[src/hw/rtl/landing_detector_top_assert.svh]
// Assertion macros used by the landing detector controller.
`ifndef LANDING_DETECTOR_TOP_ASSERT_SVH
`define LANDING_DETECTOR_TOP_ASSERT_SVH

// Same-cycle implication.
`define LD_ASSERT_IMPLIES(label, clk, rst, ante, cons) \
   label: assert property (@(posedge clk) disable iff (rst) (ante) |-> (cons)) \
      else $error("landing detector assertion failed");

// Next-cycle implication.
`define LD_ASSERT_NEXT(label, clk, rst, ante, cons) \
   label: assert property (@(posedge clk) disable iff (rst) (ante) |=> (cons)) \
      else $error("landing detector assertion failed");

`endif

[src/hw/rtl/ld_pkg.sv]
// Types and constants shared by the landing detector modules.
`timescale 1ns / 1ps

package ld_pkg;

   localparam int DIV_STEPS = 12;

   localparam logic        OP_RESET    = 1'b0;
   localparam logic        OP_EVALUATE = 1'b1;

   localparam logic [31:0] WARMUP_US      = 32'd1000000;
   localparam logic [12:0] THRUST_MARGIN  = 13'd40;
   localparam logic signed [15:0] VERT_LIMIT    = 16'sd25;
   localparam logic [15:0] HORIZ_LIMIT    = 16'd100;
   localparam logic signed [16:0] GROUND_MARGIN = 17'sd5;
   localparam logic [23:0] DISARM_SCALE   = 24'd1000;
   localparam logic [23:0] DELAY_US_RESET = 24'd1000000;

   typedef struct packed {
      logic capture;
      logic update;
      logic load;
      logic step;
      logic finish;
   } ld_cmd_type;

   typedef struct packed {
      logic warm;
      logic div_last;
   } ld_status_type;

endpackage

[src/hw/rtl/ld_ctrl.sv]
// Sequencing state machine and result handshake of the landing detector.
`timescale 1ns / 1ps
`include "landing_detector_top_assert.svh"

module ld_ctrl (
   input  logic              clock,
   input  logic              reset,
   input  logic              req_tvalid,
   output logic              req_tready,
   output logic              rsp_tvalid,
   input  logic              rsp_tready,
   input  ld_pkg::ld_status_type status,
   output ld_pkg::ld_cmd_type    cmd
);
   import ld_pkg::*;

   typedef enum logic [4:0] {
      S_IDLE   = 5'b00001,
      S_UPDATE = 5'b00010,
      S_LOAD   = 5'b00100,
      S_DIVIDE = 5'b01000,
      S_DONE   = 5'b10000
   } ld_state_type;

   ld_state_type state_ff, state_in;
   logic         rsp_tvalid_ff, rsp_tvalid_in;
   logic         out_free;

   assign out_free   = !rsp_tvalid_ff || rsp_tready;
   assign req_tready = (state_ff == S_IDLE);
   assign rsp_tvalid = rsp_tvalid_ff;

   always_comb begin
      cmd      = '0;
      state_in = state_ff;
      unique case (state_ff)
         S_IDLE: begin
            if (req_tvalid) begin
               cmd.capture = 1'b1;
               state_in    = S_UPDATE;
            end
         end
         S_UPDATE: begin
            cmd.update = 1'b1;
            state_in   = status.warm ? S_LOAD : S_DONE;
         end
         S_LOAD: begin
            cmd.load = 1'b1;
            state_in = S_DIVIDE;
         end
         S_DIVIDE: begin
            cmd.step = 1'b1;
            if (status.div_last) begin
               state_in = S_DONE;
            end
         end
         S_DONE: begin
            if (out_free) begin
               cmd.finish = 1'b1;
               state_in   = S_IDLE;
            end
         end
         default: begin
            state_in = S_IDLE;
         end
      endcase
   end

   always_comb begin
      priority if (cmd.finish) begin
         rsp_tvalid_in = 1'b1;
      end else if (rsp_tready) begin
         rsp_tvalid_in = 1'b0;
      end else begin
         rsp_tvalid_in = rsp_tvalid_ff;
      end
   end

   always_ff @(posedge clock) begin
      if (reset) begin
         state_ff      <= S_IDLE;
         rsp_tvalid_ff <= 1'b0;
      end else begin
         state_ff      <= state_in;
         rsp_tvalid_ff <= rsp_tvalid_in;
      end
   end

   `LD_ASSERT_NEXT(a_accept_starts, clock, reset, req_tvalid && req_tready, state_ff == S_UPDATE)
   `LD_ASSERT_NEXT(a_divide_ends, clock, reset, state_ff == S_DIVIDE && status.div_last, state_ff == S_DONE)
   `LD_ASSERT_NEXT(a_finish_valid, clock, reset, cmd.finish, rsp_tvalid_ff)
   `LD_ASSERT_NEXT(a_done_waits, clock, reset, state_ff == S_DONE && rsp_tvalid_ff && !rsp_tready, state_ff == S_DONE)

endmodule

[src/hw/rtl/ld_datapath.sv]
// Datapath of the landing detector: state registers, serial divider, tests.
`timescale 1ns / 1ps

module ld_datapath (
   input  logic                  clock,
   input  logic                  reset,
   input  ld_pkg::ld_cmd_type    cmd,
   output ld_pkg::ld_status_type status,
   input  logic [111:0]          req_tdata,
   input  logic                  req_tuser,
   input  logic                  csr_wr_en,
   input  logic [13:0]           csr_wr_data,
   output logic                  landed,
   output logic                  possible_landing,
   output logic                  minimal_thrust
);
   import ld_pkg::*;

   // captured item
   logic               op_ff;
   logic [31:0]        time_ff;
   logic signed [15:0] vz_ff;
   logic [15:0]        vxy_ff;
   logic [11:0]        thr_ff;
   logic               trusted_ff;
   logic signed [15:0] height_ff;
   logic signed [15:0] floor_ff;

   // detector state
   logic [31:0] hold_ff;
   logic [31:0] start_ff;
   logic [43:0] sum_ff;
   logic [31:0] count_ff;
   logic [23:0] delay_us_ff;
   logic        warm_ff;

   // divider
   logic [31:0] rem_ff, rem_in;
   logic [11:0] quo_ff, quo_in;
   logic [3:0]  div_cnt_ff;
   logic [32:0] trial;
   logic        trial_ge;

   // results
   logic landed_ff, possible_ff, minimal_ff;

   logic [31:0]        start_eff;
   logic [31:0]        elapsed;
   logic               warm;
   logic               minimal;
   logic               speed_ok;
   logic               height_ok;
   logic               possible;
   logic               held;
   logic signed [16:0] height_ext;
   logic signed [16:0] floor_lim;

   assign start_eff = (start_ff == '0) ? time_ff : start_ff;
   assign elapsed   = time_ff - start_eff;
   assign warm      = (op_ff == OP_EVALUATE) && (elapsed > WARMUP_US);

   assign status.warm     = warm;
   assign status.div_last = (div_cnt_ff == 4'(DIV_STEPS - 1));

   assign trial    = {rem_ff, quo_ff[11]};
   assign trial_ge = (trial >= {1'b0, count_ff});
   assign rem_in   = trial_ge ? 32'(trial - {1'b0, count_ff}) : trial[31:0];
   assign quo_in   = {quo_ff[10:0], trial_ge};

   assign minimal    = warm_ff && (({1'b0, thr_ff} + THRUST_MARGIN) < {1'b0, quo_ff});
   assign speed_ok   = (vz_ff <= VERT_LIMIT) && (vz_ff >= -VERT_LIMIT)
                       && (vxy_ff <= HORIZ_LIMIT);
   assign height_ext = {height_ff[15], height_ff};
   assign floor_lim  = {floor_ff[15], floor_ff} + GROUND_MARGIN;
   assign height_ok  = !trusted_ff || floor_ff[15] || (height_ext <= floor_lim);
   assign possible   = minimal && speed_ok && height_ok;
   assign held       = (time_ff - hold_ff) > {8'd0, delay_us_ff};

   // item capture and divider registers, no reset needed
   always_ff @(posedge clock) begin
      if (cmd.capture) begin
         op_ff      <= req_tuser;
         time_ff    <= req_tdata[31:0];
         vz_ff      <= req_tdata[47:32];
         vxy_ff     <= req_tdata[63:48];
         thr_ff     <= req_tdata[75:64];
         trusted_ff <= req_tdata[76];
         height_ff  <= req_tdata[92:77];
         floor_ff   <= req_tdata[108:93];
      end
      if (cmd.load) begin
         rem_ff     <= sum_ff[43:12];
         quo_ff     <= sum_ff[11:0];
         div_cnt_ff <= '0;
      end else if (cmd.step) begin
         rem_ff     <= rem_in;
         quo_ff     <= quo_in;
         div_cnt_ff <= div_cnt_ff + 4'd1;
      end
      if (cmd.finish) begin
         landed_ff   <= possible && held;
         possible_ff <= possible;
         minimal_ff  <= minimal;
      end
   end

   always_ff @(posedge clock) begin
      if (reset) begin
         hold_ff     <= '0;
         start_ff    <= '0;
         sum_ff      <= '0;
         count_ff    <= '0;
         warm_ff     <= 1'b0;
         delay_us_ff <= DELAY_US_RESET;
      end else begin
         if (csr_wr_en) begin
            delay_us_ff <= 24'(csr_wr_data) * DISARM_SCALE;
         end
         if (cmd.update) begin
            warm_ff <= warm;
            if (op_ff == OP_RESET) begin
               start_ff <= '0;
               sum_ff   <= '0;
               count_ff <= '0;
            end else begin
               start_ff <= start_eff;
               if (warm && (count_ff != '1)) begin
                  count_ff <= count_ff + 32'd1;
                  sum_ff   <= sum_ff + {32'd0, thr_ff};
               end
            end
         end
         if (cmd.finish && !possible) begin
            hold_ff <= time_ff;
         end
      end
   end

   assign landed           = landed_ff;
   assign possible_landing = possible_ff;
   assign minimal_thrust   = minimal_ff;

endmodule

[src/hw/rtl/landing_detector_top.sv]
// Top level of the landing detector: controller, datapath and stream ports.
`timescale 1ns / 1ps
// An evaluate item past warm-up walks update, divider load, 12 divider steps
// and result before rsp_tvalid rises; a reset item or one inside warm-up goes
// from update straight to the result. One item is worked at a time: a new item
// is taken only once the last result is in the result register. A 12-step
// restoring divider forms the throttle average. Synchronous active-high reset
// returns the disarm delay to 1000 ms and clears the detector state.

module landing_detector_top (
   input  logic         clock,
   input  logic         reset,
   // input item stream
   input  logic         req_tvalid,
   output logic         req_tready,
   // time_us[31:0], vertical_speed[47:32], horizontal_speed[63:48],
   // throttle[75:64], surface_trusted[76], surface_height[92:77],
   // surface_floor[108:93], zero fill [111:109]
   input  logic [111:0] req_tdata,
   // operation[0]: 0 reset, 1 evaluate
   input  logic         req_tuser,
   // result stream
   output logic         rsp_tvalid,
   input  logic         rsp_tready,
   // landed[0], possible_landing[1], minimal_thrust[2], zero fill [7:3]
   output logic [7:0]   rsp_tdata,
   // disarm delay register, write only
   input  logic         csr_wr_en,
   input  logic [13:0]  csr_wr_data
);
   import ld_pkg::*;

   ld_cmd_type    cmd;
   ld_status_type status;
   logic          landed;
   logic          possible_landing;
   logic          minimal_thrust;

   // Controller: takes an item only when idle, walks update, divide and
   // result steps, and holds the result register until the sink takes it.
   ld_ctrl u_ctrl (
      .clock      (clock),
      .reset      (reset),
      .req_tvalid (req_tvalid),
      .req_tready (req_tready),
      .rsp_tvalid (rsp_tvalid),
      .rsp_tready (rsp_tready),
      .status     (status),
      .cmd        (cmd)
   );

   // Datapath: captures the item, keeps start mark, hold timer and throttle
   // sum and count, divides sum by count for the average, forms the flags.
   ld_datapath u_datapath (
      .clock            (clock),
      .reset            (reset),
      .cmd              (cmd),
      .status           (status),
      .req_tdata        (req_tdata),
      .req_tuser        (req_tuser),
      .csr_wr_en        (csr_wr_en),
      .csr_wr_data      (csr_wr_data),
      .landed           (landed),
      .possible_landing (possible_landing),
      .minimal_thrust   (minimal_thrust)
   );

   // Pack the result item, low bit first.
   assign rsp_tdata = {5'd0, minimal_thrust, possible_landing, landed};

endmodule

[config.mk]
export PLATFORM = sky130hd
export DESIGN_NAME = landing_detector_top
export DESIGN_NICKNAME = d
export VERILOG_FILES = /design/src/hw/rtl/ld_pkg.sv /design/src/hw/rtl/ld_ctrl.sv /design/src/hw/rtl/ld_datapath.sv /design/src/hw/rtl/landing_detector_top.sv
export VERILOG_INCLUDE_DIRS = /design/src /design/src/hw/rtl
export SDC_FILE = /design/constraint.sdc
export NUM_CORES = 1
export LEC_CHECK = 0
export BUFFER_PORTS_ARGS = -buffer_cell sky130_fd_sc_hd__buf_2
export CAP_MARGIN = 20
export CORE_ASPECT_RATIO = 1.1
export CORE_MARGIN = 2
export CORE_UTILIZATION = 50
export DETAILED_ROUTE_END_ITERATION = 7
export GPL_TIMING_DRIVEN = 0
export HOLD_SLACK_MARGIN = 0.1
export PLACE_DENSITY = 0.76
export SKIP_CTS_REPAIR_TIMING = 1
export SLEW_MARGIN = 30
export SYNTH_ARGS = -nofsm -noshare
export SYNTH_HDL_FRONTEND = slang
export SYNTH_SLANG_ARGS = --single-unit
[constraint.sdc]
create_clock -name clock -period 17.4 [get_ports clock]
set_input_delay 1.74 -clock clock [delete_from_list [all_inputs] [get_ports clock]]
set_output_delay 1.74 -clock clock [all_outputs]
set_load 0.01 [all_outputs]
==> results of run 1 <==
## per-stage QoR
step	hold slack (ns)	instance area [sq um]	utilization, %	std cells	worst slack (ns)
after floorplan	0.434	22400	-	2464	11.58
after global placement	0.450	23800	53.6	3176	9.87
after detailed placement	0.456	23900	53.8	3178	9.83
after CTS	0.464	25100	56.5	3244	9.81
after global routing	0.485	25100	56.5	3244	9.54
final	0.469	25100	56.5	3244	9.79
## worst max path at each step
stage / startpoint / endpoint / cells after the start
floorplan: csr_wr_data[0] / u_datapath.delay_us_ff[22] / 18
global placement: u_datapath.start_ff[31] / u_datapath.sum_ff[40] / 21
detailed placement: u_datapath.start_ff[31] / u_datapath.sum_ff[40] / 21
CTS: u_datapath.start_ff[31] / u_datapath.sum_ff[40] / 21
global route: u_datapath.start_ff[31] / u_datapath.count_ff[20] / 21
finish: u_datapath.start_ff[31] / u_datapath.sum_ff[40] / 21
## layout by cell type, fill, tap and decap left out, drive strengths merged, types with 6 or more instances in the layout
master,count
nand2b,28
o31ai,19
fa,50
o221ai,6
a31oi,77
and3,39
nor3,60
o21a,27
clkinv,9
inv,180
a21o,51
a21oi,242
o21bai,19
a22o,9
a211oi,26
and2,10
o2111ai,7
dfxtp,172
or2,14
clkbuf,119
o22ai,7
or3,12
nor2b,25
o211ai,16
edfxtp,157
nand2,127
buf,153
o31a,9
nor2,248
nand3,62
xor2,40
mux2i,65
xnor2,73
o311ai,13
nor4,28
o21ai,116
a311oi,7
nand4,44
ha,208
## kinds of logic after synthesis
| family | share of synthesized area [%] |
|---|---|
| other | 0.0167 |
| xor gates and xnor gates | 4.42 |
| adders and majority gates | 16.1 |
| DFF | 36.4 |
| muxes | 3.01 |
| and+or+nand+nor | 15.6 |
| AOI/OAI and AO/OA | 19.7 |
| buffers and inverters | 4.69 |
## critical path: stages, from the launching register on
cell and delay, ns:
dfxtp_1 0.38, nor4_1 0.39, nand4_1 0.23, nor2_1 0.47, clkbuf_1 0.51, a21o_1 0.24
ha_1 0.17, inv_1 0.05, fa_1 0.43, a21o_1 0.23, a2111oi_1 0.64, o31a_1 0.29
o31ai_2 0.09, xnor2_1 0.17, o311a_1 0.38, a2111o_1 0.45, a311oi_1 0.48, or4b_4 0.58
nor4_4 0.47, o21a_1 0.33, buf_2 0.34, a2bb2oi_1 0.21
## Yosys cell counts, types with 6 or more instances
cell type,number
o311ai_0,13
o21bai_1,19
and3_1,39
o21a_1,27
o21ai_0,111
mux2i_1,65
o22ai_1,7
o221ai_1,6
nand2_1,127
clkbuf_1,72
xnor2_1,73
or2_2,14
nor4_1,27
o31a_1,9
or3_1,12
a21oi_1,242
a22o_1,9
ha_1,208
and2_1,10
dfxtp_1,172
a21o_1,51
nor3_1,60
o211ai_1,16
nand2b_1,28
a31oi_1,77
a211oi_1,25
inv_1,176
xor2_1,40
o2111ai_1,7
nand4_1,44
o31ai_1,17
buf_4,8
edfxtp_1,157
nor2b_1,25
buf_2,8
fa_1,50
a311oi_1,7
nor2_1,248
nand3_1,62
## flip-flops by register name (all words and copies together), names as in the netlist, 4 cells and up
signal	flops
u_datapath.quo_ff	12
u_datapath.hold_ff	32
u_datapath.div_cnt_ff	4
u_datapath.vz_ff	16
u_datapath.start_ff	32
u_datapath.floor_ff	16
u_datapath.thr_ff	12
u_datapath.height_ff	16
u_ctrl.state_ff	5
u_datapath.rem_ff	32
u_datapath.sum_ff	44
u_datapath.time_ff	32
u_datapath.delay_us_ff	21
u_datapath.count_ff	32
u_datapath.vxy_ff	16
## cell type report
class	count	area [sq um]
inverters	176	661
repair buffers	133	711
flip-flops and latches	329	8160
clock buffers	46	970
well taps	581	727
plain buffers	93	390
fillers	3864	19300
multi-input cells	1866	13200
clock inverters	20	223
## power groups by stage
stage                     logic [uW]  clock network, uW  registers (uW)
after floorplan                  659                  0             894
after global placement           838                  0             906
after detailed placement         869                  0             903
after CTS                        877                788             887
after global routing             986                816             891
final                            884                779             888
## metal layers
metal	share of wire, %	GRT usage [%]
met1	41	31.5
met2	49	44.5
met3	5.9	3.20
met4	3.3	9.72
met5	0	0
==> impl_metrics.tcl, run 1 <==
set metrics [dict create \
    drive_gt1_share_pct 8.86 \
    min_path_cells 1 \
    ys_seq_elements 329 \
    layout.nets 3025 \
    track_usage_pct 25.3 \
    synth_top_area_share_pct 21.0 \
    synth_top_area_cell "edfxtp_1" \
    avgSynthCellArea_sq_um 9.11 \
    fmax_mhz 131 \
    reg2reg_from "u_datapath.start_ff[31]" \
    power_density_nw_per_um2 102 \
    async_reset_ff_share_pct 0 \
    rsz0062_at_grt "no" \
    root_buffer "clkbuf_16" \
    leakagePower_uw 0.0102 \
    drcViolationCount 0 \
    grt_pass1_wl_mm 95.1 \
    worstMarginPinSlew_ns 0.920 \
    drtPass1Iterations 6 \
    start_util_pct 50.5 \
    layout_min_cycle_time_ns 7.61 \
    hold_class "flop to flop" \
    crit_fanout 10 \
    cts_inserted_buffers 36 \
    setup_tns_ns 0 \
    worstPathArrival_ns 8.08 \
    reg2reg_slack_ns 9.79 \
    viasPerCell 6.00 \
    dieArea_sq_um 46500 \
    dpl.hpwl_mm 46.0 \
    insertedDiodeCount 0 \
    worst_r2r_path_depth 21 \
    clock_path_buffers 3 \
    core_sq_um 44400 \
    switching_power_uw 880 \
    first_global_vias 19000 \
    synth_cell_types 77 \
    dieHeight_microns 226 \
    p_seq_share_pct 34.8 \
    period_share_pct 43.8 \
    drt-initial-drc-count 1603 \
    ys_warn_count 0 \
    die_x_microns 206 \
    ys_seq_area_share_pct 36.4 \
    syn_inst 2460 \
    setup_viol 0 \
    drv_slew 0 \
    grt_max_degree 52 \
    vias 19500 \
    cp_data_required_time_ns 17.87 \
    synthesis.area_sq_um 22400 \
    finalHoldViolCount 0 \
    cts-htree-levels 2 \
    fin_total_pwr_uw 2550 \
    drv_cap 0 \
    io_pins 142 \
    port_buffers 131 \
    fin_skew_ns 0.0274 \
    floorplan.rows 81 \
    hp-start "u_datapath.count_ff[29]" \
    whs_endpoint "u_datapath.count_ff[29]" \
    slew_headroom_pct 38.7 \
    tritoncts "done" \
    place_congestion 0.931 \
    synth_area_leaders "edfxtp_1 (21%), dfxtp_1 (15%), ha_1 (12%)" \
    clock_power_share_pct 30.5 \
    syn_to_final_growth_pct 11.9 \
    outcome "completed" \
    setup.worst_path.start_class "flop" \
    sw_frac_of_total_pct 34.5 \
    timing.rr.end "u_datapath.sum_ff[40]" \
    synth_flop_cell "dfxtp_1" \
    cp-end-kind "flop" \
    avgRoutedWirePerCell_microns 18.3 \
    drt.antenna.violating_nets 0 \
    ir_drop_v 0.0000864 \
    gr-total-overflow 0 \
    insertion_delay_ns 0.56 \
    worstSetupPathType "flop to flop" \
    clk_pin_slew_worst_paths_ns 0.06 \
    p_comb_share_pct 34.7 \
    clkSinkCount 329 \
    antenna_found_initial 0 \
    wirelength_mm 59.3 \
    internal_power_uw 1670 \
    synth-edff-count 157 \
]
Power figures use the tool's default switching activity.
==> inputs of run 2 (changes only) <==
- ABC_AREA: unset -> 1
- PLACE_DENSITY: 0.76 -> 0.78
- clock period: 17.4 -> 6.25 ns (I/O delays scaled with it)
==> run 2 against run 1 <==
Synthesized cell count increased by 46%. Hold slack worse by 0.24 ns. Combinational power grew to 3.2 times the previous value. Register-to-register slack worse by 8.7 ns. Non-clock buffer count is 13 higher. Final cell count rose by 38%. Flip-flop and latch count unchanged. Routed wire length rose by 16%.
==> impl_metrics.tcl, run 2 <==
set metrics [dict create \
    core_sq_um 50900 \
    dieArea_sq_um 53000 \
    ir_drop_v 0.000239 \
    yosys-top-cells-count "nand2_1 (831), inv_1 (511), nor2_1 (410), nand3_1 (283), a21oi_1 (257)" \
    drt-initial-drc-count 2025 \
    async_reset_ff_share_pct 0 \
    cts-htree-levels 2 \
    synth-edff-count 157 \
    clk_pin_slew_worst_paths_ns 0.06 \
    synthesis.area_sq_um 25600 \
    first_global_vias 22600 \
    post-place-ws_ns 1.12 \
    hold_class "primary input to flop" \
    vias 24100 \
    synth.most_common_cell "nand2_1" \
    worstSetupPathType "flop to flop" \
    crit_fanout 4 \
    floorplan.rows 87 \
    viasPerCell 5.39 \
    layout_min_cycle_time_ns 5.16 \
    finalHoldViolCount 0 \
    drive_gt1_share_pct 8.50 \
    antenna_found_initial 2 \
    setup_viol 0 \
    slowest_stage "o21ai_0" \
    synth_top_area_share_pct 18.4 \
    rsz0062_at_grt "no" \
    path_common_cell "nand2_1" \
    syn_to_final_growth_pct 11.5 \
    die_x_microns 220 \
    syn_inst 3601 \
    avgRoutedWirePerCell_microns 15.4 \
    worst_r2r_path_depth 28 \
    root_buffer "clkbuf_16" \
    synth_cell_types 57 \
    port_buffers 132 \
    ys_seq_area_share_pct 31.9 \
    tritoncts "done" \
    cp_data_required_time_ns 6.55 \
    slowest_delay_ns 0.52 \
    final_common_cell "nand2_1" \
    drv_cap 0 \
    leakagePower_uw 0.0127 \
    clock_path_buffers 3 \
    power_density_nw_per_um2 267 \
    drtPass1Iterations 6 \
    grt_pass1_wl_mm 110 \
    ys_seq_elements 329 \
    largest_register_ffs 44 \
    final_area_sq_um 28500 \
    synth_flop_cell "dfxtp_1" \
    slew_headroom_pct 39.8 \
    drcViolationCount 0 \
    avgSynthCellArea_sq_um 7.11 \
    insertion_delay_ns 0.58 \
    placed_area_sq_um 27300 \
    period_share_pct 82.6 \
    post-route-util_pct 56.0 \
    wirelength_mm 68.8 \
    dp.cells 4409 \
    cts_inserted_buffers 37 \
    layout.nets 4171 \
    gr-total-overflow 0 \
    synth_top_area_cell "edfxtp_1" \
    io_pins 142 \
    top_register "u_datapath.sum_ff" \
    start_util_pct 50.3 \
    drt.antenna.violating_nets 0 \
    ys_warn_count 0 \
    grt_max_degree 46 \
    fmax_mhz 194 \
    track_usage_pct 25.9 \
    fin_skew_ns 0.0320 \
    place_congestion 0.977 \
    outcome "completed" \
    dieHeight_microns 241 \
    synth_area_leaders "edfxtp_1 (18%), dfxtp_1 (13%), nand2_1 (12%)" \
    min_path_cells 1 \
    crit_start "u_datapath.time_ff[0]" \
    reg2reg_from "u_datapath.time_ff[0]" \
    setup.worst_path.start_class "flop" \
    clkSinkCount 329 \
    worstMarginPinSlew_ns 0.897 \
    setup_tns_ns 0 \
    dpl.hpwl_mm 54.6 \
    drv_slew 0 \
    final_cells 4478 \
    cp-end-kind "flop" \
    worstPathArrival_ns 5.47 \
    setup_slack_ns 1.09 \
    hp-start "req_tdata[74]" \
    most-common-layout-cells "nand2_1 (830), inv_1 (511), nor2_1 (409)" \
]
-- run 2: path summary, 6_finish.rpt --
| kind | endpoint | slack [ns] |
|---|---|---|
| max reg2reg | u_datapath.landed | 1.09 |
| min | u_datapath.thr_ff[10] | 0.23 |
| max | u_datapath.landed | 1.09 |
| min reg2reg | u_datapath.div_cnt_ff[3] | 0.47 |
-- run 2: cell families (layout without fill, tap and decap cells) --
group / count (synthesis) / count (layout) / share of synthesized area, %
adder cells (fa/ha/maj): 258 / 258 / 14.1
AND/OR/NAND/NOR: 1725 / 1725 / 28.5
flip-flops: 329 / 329 / 31.9
AO/OA/AOI/OAI: 583 / 583 / 13.0
other: 1 / 6 / 0.0146
buffers and inverters: 617 / 822 / 9.51
XOR/XNOR: 88 / 88 / 3.01
-- run 2: per-layer routing --
layer	global-route usage (%)	vias to the layer above	share of wire, %
met2	45.9	752	48
li1	-	12200	-
met5	0	-	0
met1	31.0	11000	41
met4	11.7	0	4.7
met3	3.77	175	5.7
-- run 2: area by class of cell --
class	instances	area, sq um
buffer	102	503
tap	667	835
multi-input combinational	2659	15000
fill	4928	22400
clock inverter	14	185
sequential	329	8160
inverter	515	1930
clock buffer	54	1080
timing repair buffer	137	798
antenna	1	2.50
-- run 2: stage by stage --
| step | total power, uW | hold WS [ns] |
|---|---|---|
| final | 7620 | 0.226 |
| after floorplan | 4650 | 0.439 |
| after CTS | 7650 | 0.202 |
| after detailed placement | 5330 | 0.458 |
| after global placement | 5260 | 0.452 |
| after global routing | 8170 | 0.208 |
-- run 2: critical path: cells and delay by family, from the launching register on --
kind            cells  cell delay [ns]
fa+ha+maj           3             0.87
simple gates       16             1.93
flops               1             0.39
xor+xnor            1             0.15
compound gates      5             1.33
buf+inv             3             0.25
-- run 2: power by group --
part	total, uW	switching [uW]	internal, uW
clock network	2310	932	1380
logic	2800	1740	1070
registers	2510	100	2410
total	7620	2770	4850
